[config.mk]
export PLATFORM = sky130hd
export DESIGN_NAME = voice_noise_lfsr_control
export DESIGN_NICKNAME = d
export VERILOG_FILES = /design/src/sv/vnl_pkg.sv /design/src/sv/voice_noise_lfsr_control.sv /design/src/sv/vnl_voice.sv
export SDC_FILE = /design/constraint.sdc
export NUM_CORES = 1
export LEC_CHECK = 0
export BUFFER_PORTS_ARGS = -buffer_cell sky130_fd_sc_hd__buf_2
export CAP_MARGIN = 10
export CELL_PAD_IN_SITES_DETAIL_PLACEMENT = 1
export CELL_PAD_IN_SITES_GLOBAL_PLACEMENT = 2
export CORE_MARGIN = 3
export CORE_UTILIZATION = 37
export CTS_CLUSTER_SIZE = 8
export DETAILED_ROUTE_END_ITERATION = 6
export GPL_TIMING_DRIVEN = 0
export PLACE_DENSITY = 0.88
export SYNTH_ARGS = -nofsm -noshare
export SYNTH_HDL_FRONTEND = slang
export SYNTH_SLANG_ARGS = --single-unit
[constraint.sdc]
create_clock -name clock -period 2.85 [get_ports clock]
set_clock_uncertainty 0.2 [all_clocks]
set_input_delay 0.285 -clock clock [delete_from_list [all_inputs] [get_ports clock]]
set_output_delay 0.285 -clock clock [all_outputs]
set_load 0.01 [all_outputs]
[src/sv/vnl_pkg.sv]
// vnl_pkg: types, constants and helper functions for the voice noise / control block.
// No dependencies; imported by vnl_voice and voice_noise_lfsr_control.
`default_nettype none

package vnl_pkg;

   localparam int LfsrWidth = 23;
   localparam int NoiseWidth = 12;
   localparam int WaveWidth = 4;

   localparam logic [LfsrWidth-1:0] LFSR_RESET = 23'h7ffffc;
   localparam logic [LfsrWidth-1:0] TAP_MASK =
      23'h400000 | 23'h100000 | 23'h010000 | 23'h002000 |
      23'h000800 | 23'h000080 | 23'h000010 | 23'h000004;
   localparam logic [WaveWidth-1:0] WAVE_NOISE_ONLY = 4'd8;

   localparam logic OP_WRITE = 1'b0;
   localparam logic OP_TICK = 1'b1;

   typedef struct packed {
      logic       operation;
      logic [7:0] control_byte;
   } req_type;

   typedef struct packed {
      logic [NoiseWidth-1:0] noise_out;
      logic                  clear_accumulator;
      logic [WaveWidth-1:0]  waveform_select;
      logic                  test_active;
      logic                  ring_enable;
      logic                  sync_enable;
   } rsp_type;

   function automatic logic [LfsrWidth-1:0] lfsr_shift(input logic [LfsrWidth-1:0] r);
      return {r[LfsrWidth-2:0], r[22] ^ r[17]};
   endfunction

   function automatic logic [NoiseWidth-1:0] gather_taps(input logic [LfsrWidth-1:0] r);
      return {r[22], r[20], r[16], r[13], r[11], r[7], r[4], r[2], 4'b0000};
   endfunction

endpackage

`default_nettype wire

[src/sv/voice_noise_lfsr_control.sv]
// voice_noise_lfsr_control: top level, voice state plus registered result stage.
// Depends on vnl_pkg and vnl_voice.
//
//   channel | direction | handshake        | payload
//   req     | in        | req_valid/stall  | vnl_pkg::req_type
//   rsp     | out       | rsp_valid/stall  | vnl_pkg::rsp_type
//
// One transfer per clock while rsp is not stalled; its result appears in the next cycle from the result register.
// The state update is combinational shift/decode logic, so throughput is one per cycle unless rsp stalls.
// Synchronous reset loads the shift register with 0x7ffffc and clears the control bits.
// req_stall is high only while a held result is stalled on rsp.
`default_nettype none

module voice_noise_lfsr_control (
   input  wire logic             clock,
   input  wire logic             reset,
   input  wire logic             req_valid,
   output      logic             req_stall,
   input  wire vnl_pkg::req_type req_data,
   output      logic             rsp_valid,
   input  wire logic             rsp_stall,
   output vnl_pkg::rsp_type      rsp_data
);
   import vnl_pkg::*;

   logic    accept;
   logic    rsp_valid_ff, rsp_valid_in;
   rsp_type rsp_data_ff;
   rsp_type rsp_next;

   assign req_stall = rsp_valid_ff && rsp_stall;
   assign accept = req_valid && !req_stall;

   vnl_voice u_voice (
      .clock    (clock),
      .reset    (reset),
      .load     (accept),
      .req      (req_data),
      .rsp_next (rsp_next)
   );

   always_comb begin
      rsp_valid_in = rsp_valid_ff && rsp_stall;
      if (accept) begin
         rsp_valid_in = 1'b1;
      end
   end

   always_ff @(posedge clock) begin
      if (reset) begin
         rsp_valid_ff <= 1'b0;
      end else begin
         rsp_valid_ff <= rsp_valid_in;
      end
   end

   always_ff @(posedge clock) begin
      if (accept) begin
         rsp_data_ff <= rsp_next;
      end
   end

   assign rsp_valid = rsp_valid_ff;
   assign rsp_data = rsp_data_ff;

`ifndef ASSERT_OFF
   a_no_overwrite: assert property (@(posedge clock) disable iff (reset)
      !(accept && rsp_valid_ff && rsp_stall))
      else $error("transfer accepted over a stalled result");

   a_result_follows: assert property (@(posedge clock) disable iff (reset)
      accept |=> rsp_valid)
      else $error("accepted transfer produced no result");

   a_clear_implies_test: assert property (@(posedge clock) disable iff (reset)
      (rsp_valid && rsp_data.clear_accumulator) |-> rsp_data.test_active)
      else $error("accumulator clear without test bit");

   a_low_nibble_zero: assert property (@(posedge clock) disable iff (reset)
      rsp_valid |-> (rsp_data.noise_out[3:0] == 4'b0000))
      else $error("noise low bits not zero");
`endif

endmodule

`default_nettype wire

[src/sv/vnl_voice.sv]
// vnl_voice: noise shift register and control bits, with next-state decode.
// Depends on vnl_pkg. Presents the result of the transfer being taken.
`default_nettype none

module vnl_voice (
   input  wire logic            clock,
   input  wire logic            reset,
   input  wire logic            load,
   input  wire vnl_pkg::req_type req,
   output vnl_pkg::rsp_type     rsp_next
);
   import vnl_pkg::*;

   logic [LfsrWidth-1:0] lfsr_ff, lfsr_in;
   logic                 test_ff, test_in;
   logic [WaveWidth-1:0] wave_ff, wave_in;
   logic                 ring_ff, ring_in;
   logic                 sync_ff, sync_in;
   logic                 clear_acc;

   always_comb begin
      logic [LfsrWidth-1:0] r;
      r = lfsr_ff;
      test_in = test_ff;
      wave_in = wave_ff;
      ring_in = ring_ff;
      sync_in = sync_ff;
      clear_acc = 1'b0;
      unique case (req.operation)
         OP_TICK: begin
            r = lfsr_shift(r);
         end
         OP_WRITE: begin
            wave_in = req.control_byte[7:4];
            test_in = req.control_byte[3];
            ring_in = req.control_byte[2];
            sync_in = req.control_byte[1];
            if (test_in && !test_ff) begin
               r[1] = ~r[19];
               clear_acc = 1'b1;
            end
            if (!test_in && test_ff) begin
               r = lfsr_shift(r);
            end
         end
         default: begin
         end
      endcase
      if (wave_in > WAVE_NOISE_ONLY) begin
         r = r & ~TAP_MASK;
      end
      lfsr_in = r;
   end

   always_ff @(posedge clock) begin
      if (reset) begin
         lfsr_ff <= LFSR_RESET;
         test_ff <= 1'b0;
         wave_ff <= '0;
         ring_ff <= 1'b0;
         sync_ff <= 1'b0;
      end else if (load) begin
         lfsr_ff <= lfsr_in;
         test_ff <= test_in;
         wave_ff <= wave_in;
         ring_ff <= ring_in;
         sync_ff <= sync_in;
      end
   end

   assign rsp_next = '{
      noise_out:         gather_taps(lfsr_in),
      clear_accumulator: clear_acc,
      waveform_select:   wave_in,
      test_active:       test_in,
      ring_enable:       ring_in,
      sync_enable:       sync_in
   };

endmodule

`default_nettype wire
# Word level (Yosys, flattened, before mapping)

Index checks and enable logic that the tools add are counted.

Bits in registers: 47
Bits in latches: 0
RAM bits: 0
Memory bits (read-only): 0
Input bits: 13
Output and inout port bits: 22
Logic and storage cells: 33
Memories: 0

Add/sub/neg operators: 0
Multiply operators: 0
Div/mod/pow operators: 0
Order comparisons: 1
Equal/unequal tests: 0
Shifts and indexed selects: 0
Muxes and demuxes: 10
Bitwise gates (word level): 3
Reductions and logical operators: 7

Operators with widths:

| operator             | number |
|---|---|
| $mux W23             | 2 |
| $pmux W23 S2         | 1 |
| $mux W1              | 6 |
| $gt A4 B4 Y1 const B | 1 |
| $logic_and A1 B1 Y1  | 4 |
| $mux W4              | 1 |
| $logic_not A1 Y1     | 3 |
| $not A1 Y1           | 2 |
| $xor A1 B1 Y1        | 1 |

# Logic depth before layout (Yosys ltp)

Gate-level depths: netlist of the first run.

Depth after elaboration: 6
Gate-level depth with buffers: 7
Depth with buffers taken out: 5

# Modules after synthesis

From an unflattened synthesis of the first run, not the netlist that was laid out.

Cells, all modules: 204
Area total of the unflattened synthesis: 2205.9 µm²

By module, submodules not included:

| module                   | instances | cells each | area each (µm²) | seq. area each (µm²) |
|---|---|---|---|---|
| vnl_voice                | 1         | 179        | 1559.0          | 600.6 |
| voice_noise_lfsr_control | 1         | 25         | 646.9           | 620.6 |

# Worst setup path before layout of the first run

Ideal clock, no wire load.

Path type: reg2reg
Start: register rsp_valid_ff (netlist: rsp_valid)
End: register u_voice.lfsr_ff[21]
Library setup time: 0.122 ns
Data arrival time: 1.129 ns
Setup slack: 1.399 ns
Cell stages (with the launch flop): 8
Buffers on the path: 2
Clock period less this slack: 1.451 ns
Cell sequence: dfxtp_1 a21bo_1 buf_6 clkinv_8 o21ai_2 buf_4 nand2_1 nand3b_1

Cells in the longest elaborated chain, start to end: 3

RTL lines:

| item                   | line                           | text |
|---|---|---|
| from (decl)            | voice_noise_lfsr_control.sv:27 | `logic rsp_valid_ff, rsp_valid_in;` |
| from (signal assigned) | voice_noise_lfsr_control.sv:53 | `rsp_valid_ff <= rsp_valid_in;` |
| $logic_and A1 B1 Y1    | voice_noise_lfsr_control.sv:31 | `assign req_stall = rsp_valid_ff && rsp_stall;` |
| $logic_not A1 Y1       | voice_noise_lfsr_control.sv:32 | `assign accept = req_valid && !req_stall;` |
| $logic_and A1 B1 Y1    | voice_noise_lfsr_control.sv:32 |  |
| via accept             | voice_noise_lfsr_control.sv:26 | `logic accept;` |
| to (signal assigned)   | vnl_voice.sv:63                | `lfsr_ff <= lfsr_in;` |
| to (decl)              | vnl_voice.sv:14                | `logic [LfsrWidth-1:0] lfsr_ff, lfsr_in;` |

The timed path passes the listed nets, and every way through them passes these cells.
A chain may end at the register's enable or synchronous reset.

# Final worst setup path of the first run

Ends and elaborated chain as after synthesis.

==> results of run 1 <==
[synth_stat cells, types with 2 or more instances]
cell type / instances / area share
a21oi_1: 15 / 0.038
buf_4: 6 / 0.023
buf_6: 3 / 0.017
clkbuf_1: 3 / 0.0058
dfxtp_1: 31 / 0.32
edfxtp_1: 16 / 0.25
mux2_2: 6 / 0.035
mux2i_1: 8 / 0.041
nand2_1: 42 / 0.081
nand3b_1: 13 / 0.050
nor2_1: 13 / 0.025
nor3_1: 2 / 0.0051
o31ai_1: 8 / 0.031
[power by group]
| group | internal (mW) | switching [mW] | leakage [nW] | total, mW |
|---|---|---|---|---|
| sequential | 0.747 | 0.0256 | 0.411 | 0.773 |
| combinational | 0.0816 | 0.109 | 0.510 | 0.190 |
| clock | 0.284 | 0.224 | 0.0612 | 0.508 |
[worst min path at each step]
stage                                endpoint                from  cells past startpoint
after floorplan           u_voice.lfsr_ff[20]               reset                      2
after global placement        u_voice.ring_ff     u_voice.ring_ff                      2
after CTS                           rsp_valid           req_valid                      3
final                               rsp_valid           req_valid                      3
after global routing                rsp_valid           req_valid                      3
after detailed placement   u_voice.wave_ff[3]  u_voice.wave_ff[3]                      2
[tightest hold or removal path, delay by kind of cell]
| family | cells | cell delay, ns |
|---|---|---|
| and+or+nand+nor | 2 | 0.11 |
| buffers and inverters | 1 | 0.09 |
[through the flow]
| stage | power [mW] | hold slack [ns] | util | area, um2 |
|---|---|---|---|---|
| 2_1_floorplan | 0.9175 | 0.1829 | - | 1966 |
| 3_3_place_gp | 0.9741 | 0.2432 | 0.4469 | 2195 |
| 3_5_place_dp | 0.9808 | 0.2505 | 0.4469 | 2195 |
| 4_1_cts | 1.485 | 0.01425 | 0.4708 | 2312 |
| 5_1_grt | 1.544 | 0.05385 | 0.4708 | 2312 |
| 6_report | 1.471 | 0.01119 | 0.4708 | 2312 |
[registers in the layout, indices dropped and copies added (netlist names)]
name / cells
u_voice.lfsr_ff: 23
rsp_data: 16
u_voice.wave_ff: 4
rsp_valid: 1
u_voice.ring_ff: 1
u_voice.sync_ff: 1
u_voice.test_ff: 1
[cell type report]
type,count,area share
Sequential cell,47,0.4762
Clock buffer,6,0.03571
Multi-Input combinational cell,125,0.3241
Tap cell,67,0.03626
Buffer,14,0.04275
Timing Repair Buffer,29,0.06277
Clock inverter,2,0.01515
Inverter,1,0.007035
[layout by cell type (no fill, tap or decap), types with 2 or more instances in the layout]
| cell type | instances |
|---|---|
| clkbuf_8 | 6 |
| edfxtp_1 | 16 |
| nor3_1 | 2 |
| dfxtp_1 | 31 |
| nand3b_1 | 13 |
| nor2_1 | 13 |
| a21oi_1 | 15 |
| conb_1 | 4 |
| mux2_2 | 6 |
| buf_4 | 6 |
| nand2_1 | 42 |
| clkbuf_1 | 3 |
| buf_6 | 3 |
| buf_2 | 30 |
| o31ai_1 | 8 |
| mux2i_1 | 8 |
[layer usage]
| metal | up-vias | global-route usage | wire length, um |
|---|---|---|---|
| met5 | - | 0 | 0 |
| met4 | 0 | 0.04196 | 41 |
| met3 | 5 | 0.04128 | 155 |
| met2 | 26 | 0.2394 | 1905 |
| met1 | 658 | 0.1889 | 2035 |
| li1 | 709 | - | - |
[cells by family (layout without fill, tap and decap cells)]
group,after synthesis,after routing
other,1,4
xor gates and xnor gates,1,1
and+or+nand+nor,76,76
buffers and inverters,15,52
DFF,47,47
muxes,14,14
AOI/OAI and AO/OA,30,30
==> metrics, run 1 <==
Tmin final=1.581 ns; Die Span X=78.68 um; Post-Syn Area=0.001954 mm2; CP max stage delay=0.33 ns; Reg area=0.001101 mm2; Resize count post-CTS=0; Post-DP HPWL=2.908 mm; Area growth syn-to-layout=18.31%; Hold Buf Count CTS=0; largest family of logic cells by synthesized area=simple AND/OR/NAND/NOR gates; Yosys cell types=31; post-route antenna net violation count=0; Critical Path AT=1.57 ns; max-cap violations=0; vias in the first global route=1,457; crit end category=flop; Setup CP Type=reg -> reg; largest net degree at the start of global routing=26; worst-path fanout max=25; routed via count=1,398; Nets=236; H-tree levels=2; CP max stage cell=dfxtp_1; Clock Path Buffers=2; Reg2Reg Setup Slack=1.27 ns; Critical Path Start=rsp_valid; Via density=4.804; port buffer count=29; Reg clk slew, reported paths=0.09 ns; post-synthesis compound-gate area fraction=0.1044; fin. max-slew vios=0; post-synthesis register bit count=47; Fill cells=596; CP cell instances=a21bo_1 -> buf_6 -> clkinv_8 -> o21ai_2 -> buf_4 -> nand2_1 -> nand3b_1; wire per inst=14.22 um; Levels on crit path=7; Routed WL=4.137 mm; worst r2r src=rsp_valid; synth warn=0; cell area power density=636.2 mW/mm2; Synth Area in XOR/XNOR=0.004481; simple-gate share of the synthesized area=0.1914; Main synth FF type=dfxtp_1; R2R Path End=u_voice.lfsr_ff[21]; CTS tree=built; WP data required=2.84 ns; Cell Count, Final, Fillers Out=291; Synth async-reset ratio=0; average size of a mapped cell=10.62 um2; global-route wire length before repair=7.010 mm; Max Clk Rate=0.6326 GHz; total core area=0.004911 mm2; Tcrit/Tclk final=0.5546; Die Ht=78.68 um; Leak=0.9820 nW; Post-synth EDFFs=16; layout cells sized above 1=0.2679; antenna cells=0; drt pass-1 iters=4; Placed Instances=283; drt drc=0; Max IR drop VDD=0.2231 mV; post-synthesis sequential area ratio=0.5634; type of the most critical hold path=in -> reg; initial drt markers=119; RSZ-0062 raised after global routing=no; mux contribution to synthesized area=0.07554; GRT Total Usage=0.1467; Register-to-Register Path Depth=7; Synth Area in Adders=0; Cells after Synth=184; die area=0.006191 mm2; Num CTS Buffers=5; Root Driver=clkbuf_8; Worst Setup Start Kind=flop; Congestion Overflow GR=0; Setup Fix Bufs, Post-CTS=0; crit-path leading delay family=buffers and inverters; multi-input logic area=749.5 um2; Starting Density=0.3980; Final Hold Vio Count=0; setup violators final=0; CP endpoint=u_voice.lfsr_ff[21]; DP Worst Slack=1.155 ns; Worst-Skew Late Latency=0.30 ns; Sink Count=47; Ports=35; initial antenna violation count=0; routability congestion estimate=0.7145; Post-Route Setup TNS=0 ns; row count=25; worst setup margin=1.269 ns; run status=finished clean; Crit path buffers/inverters=3
Power figures use the tool's default switching activity.
==> inputs of run 2 (changes only) <==
--- a/config.mk
+++ b/config.mk
@@ -5,16 +5,17 @@
 export SDC_FILE = /design/constraint.sdc
 export NUM_CORES = 1
 export LEC_CHECK = 0
+export ABC_AREA = 1
 export BUFFER_PORTS_ARGS = -buffer_cell sky130_fd_sc_hd__buf_2
 export CAP_MARGIN = 10
 export CELL_PAD_IN_SITES_DETAIL_PLACEMENT = 1
 export CELL_PAD_IN_SITES_GLOBAL_PLACEMENT = 2
 export CORE_MARGIN = 3
-export CORE_UTILIZATION = 37
+export CORE_UTILIZATION = 33
 export CTS_CLUSTER_SIZE = 8
 export DETAILED_ROUTE_END_ITERATION = 6
 export GPL_TIMING_DRIVEN = 0
-export PLACE_DENSITY = 0.88
+export PLACE_DENSITY = 0.83
 export SYNTH_ARGS = -nofsm -noshare
 export SYNTH_HDL_FRONTEND = slang
 export SYNTH_SLANG_ARGS = --single-unit
==> constraint.sdc (replaced) <==
create_clock -name clock -period 1.6 [get_ports clock]
set_clock_uncertainty 0.2 [all_clocks]
set_input_delay 0.16 -clock clock [delete_from_list [all_inputs] [get_ports clock]]
set_output_delay 0.16 -clock clock [all_outputs]
set_load 0.01 [all_outputs]
==> metrics, run 2 <==
post-route antenna net violation count=0 (unchanged); RSZ-0062 raised after global routing=no; port buffer count=28 (-3.4%); Max-slew headroom=0.6659; Ports=35 (unchanged); hold wc startpoint=req_data[8]; worst hold endpoint=u_voice.wave_ff[3]; Max IR drop VDD=0.3836 mV (+72%); average size of a mapped cell=9.066 um2 (-15%); Register-to-Register Path Depth=4 (-3); area leader, netlist=dfxtp_1; Reg area=0.001101 mm2 (unchanged); worst setup margin=0.08653 ns (-1.183 ns); layout cells sized above 1=0.2862 (+0.01837); Largest register FFs=23 (unchanged); worst r2r src=rsp_valid; routability congestion estimate=0.7525 (+5.3%); placed instance area=0.002349 mm2 (+7.0%); total core area=0.006061 mm2 (+23%); top cells by area, synth=dfxtp_1 30%, edfxtp_1 23%, nand2_1 9.1%; Num CTS Buffers=5 (unchanged); drt pass-1 iters=4 (unchanged); R2R Path End=rsp_data[3]; initial drt markers=66 (-45%); die area=0.007368 mm2 (+19%); drt drc=0 (unchanged); synth warn=0 (unchanged); Tmin final=1.513 ns (-0.06725 ns); Post-synth top cells=51 x nand2_1, 31 x dfxtp_1, 29 x inv_1; top cell type's share of synthesized area=0.2951 (-0.02248); fin area=0.002509 mm2 (+8.5%); WP data required=1.39 ns (-1.45 ns); Util after Layout=0.4139 (-0.05691); initial antenna violation count=0 (unchanged); Yosys cell types=31 (unchanged); Post-synth EDFFs=16 (unchanged); top-count cell post-synth=nand2_1; run status=complete, but fails checks; Clock Path Buffers=2 (unchanged); Hold Path Depth=3 (unchanged); Setup CP Type=reg -> reg; Leak=1.228 nW (+25%); Post-Syn Area=0.002103 mm2 (+7.6%); Post-DP HPWL=3.162 mm (+8.7%); final hold slack=-0.007226 ns (-0.01842 ns); H-tree levels=2 (unchanged); Pwr Total=2.636 mW (+79%); post-synthesis sequential area ratio=0.5235 (-0.03988); CP max stage cell=dfxtp_1; routed via count=1,594 (+14%); antenna cells=0 (unchanged); Area growth syn-to-layout=19.27%; Nets=288 (+22%); DRT met1 WL=2.177 mm (+7.0%); worst-path fanout max=25 (unchanged); type of the most critical hold path=in -> reg; wire per inst=12.50 um (-12%); post-synthesis register bit count=47 (unchanged); Max Clk Rate=0.6607 GHz (+4.4%); Congestion Overflow GR=0 (unchanged); met2 WL=1.970 mm (+3.4%); Die Span X=85.84 um (+9.1%); Reg2Reg Setup Slack=0.09 ns (-1.18 ns); Cells after Synth=232 (+26%); Main synth FF type=dfxtp_1; Worst-Skew Late Latency=0.30 ns (about the same); CP max stage delay=0.32 ns (about the same); row count=28 (+12%); fin. max-slew vios=0 (unchanged); DP Worst Slack=-0.2049 ns (-1.360 ns); largest reg by FF count=u_voice.lfsr_ff; measured slew at the worst slew-check pin=0.5011 ns; multi-input logic area=764.5 um2 (+2.0%); most common cell after layout, fill and taps aside=nand2_1; commonest cells after routing, fill and taps aside=51 x nand2_1, 31 x dfxtp_1, 29 x inv_1, 29 x buf_2, 16 x edfxtp_1; Routed WL=4.387 mm (+6.0%); largest net degree at the start of global routing=26 (unchanged); Fill cells=729 (+22%); Via density=4.541 (-5.5%); max-cap violations=0 (unchanged); Final Hold Vio Count=2 (+2); Sink Count=47 (unchanged); DR WL met3=162 um (+4.5%); highest routed layer=met4; CP cell instances=nand2_1 -> nand2_2 -> inv_2 -> buf_6; global-route wire length before repair=7.665 mm (+9.3%); Starting Density=0.3470 (-0.05093); Root Driver=clkbuf_8; Tcrit/Tclk final=0.9459 (+0.3913); Reg clk slew, reported paths=0.08 ns (about the same); Critical Path AT=1.30 ns (-0.27 ns); Setup Fix Bufs, Post-CTS=0 (unchanged); setup violators final=0 (unchanged); CTS tree=built; Worst Setup Start Kind=flop; failing checks=negative hold slack; vias in the first global route=1,562 (+7.2%); cell area power density=1051 mW/mm2 (+65%); crit end category=flop; GRT Total Usage=0.1326 (-0.01405); Synth async-reset ratio=0 (unchanged); Die Ht=85.84 um (+9.1%)
[run 2: cell types whose count changed after synthesis, sizes merged, moves of 3 or more]
cell / before / now
inv: 0 / 36
nand2: 42 / 61
o21ai: 2 / 19
nand3: 0 / 16
nand3b: 13 / 0
mux2i: 8 / 0
o31ai: 8 / 0
o211ai: 0 / 7
mux2: 6 / 0
nor3: 3 / 0
[run 2: how the worst max path moves through the flow]
stage	cells after the start	slack [ns]	startpoint	to
final	4	0.09	rsp_valid	rsp_data[3]
after global routing	4	0.005	rsp_valid	rsp_data[12]
after CTS	6	0.0007	reset	u_voice.test_ff
after detailed placement	4	-0.20	rsp_valid	rsp_data[15]
after global placement	4	-0.19	rsp_valid	rsp_data[15]
after floorplan	4	0.06	rsp_valid	rsp_data[0]
[run 2: routing by layer]
metal,vias to the layer above,global-route usage
met2,31,0.2069
met3,4,0.02690
met4,0,0.05180
li1,821,-
met5,-,0
met1,738,0.1805
[run 2: logic make-up (layout without fill, tap and decap cells)]
family / Yosys count / count (layout) / synth area share
DFF: 47 / 47 / 0.5235
other: 1 / 4 / 0.001783
buffers and inverters: 49 / 90 / 0.1184
AOI/OAI and AO/OA: 43 / 43 / 0.1356
and+or+nand+nor: 91 / 91 / 0.2165
xor gates and xnor gates: 1 / 1 / 0.004165
[run 2: area by class of cell]
class,instances,area share
sequential,47,0.4389
multi-input combinational,139,0.3047
timing repair buffer,33,0.07581
inverter,36,0.05786
buffer,13,0.04539
clock buffer,8,0.03990
tap,75,0.03741
[run 2: worst max-delay path: cells and delay by family, from the launching register on]
kind                   cells  cell delay (ns)
DFF                        1             0.32
buffers and inverters      2             0.43
and+or+nand+nor            2             0.24
[run 2: per-stage QoR]
stage | setup TNS, ns | std cells
after floorplan | 0 | 235
final | 0 | 351
after detailed placement | -4.300 | 338
after CTS | 0 | 352
after global placement | -3.894 | 338
after global routing | 0 | 351
[run 2: power by group]
| group | switching [mW] | internal, mW |
|---|---|---|
| logic | 0.279 | 0.182 |
| clock network | 0.389 | 0.395 |
| registers | 0.0453 | 1.35 |
[run 2: timing repair]
item / in CTS / in global routing
resized for setup: 3 / 4
setup endpoints to repair: 26 / 20
hold endpoints to repair: 5 / 0
hold buffers: 6 / 0
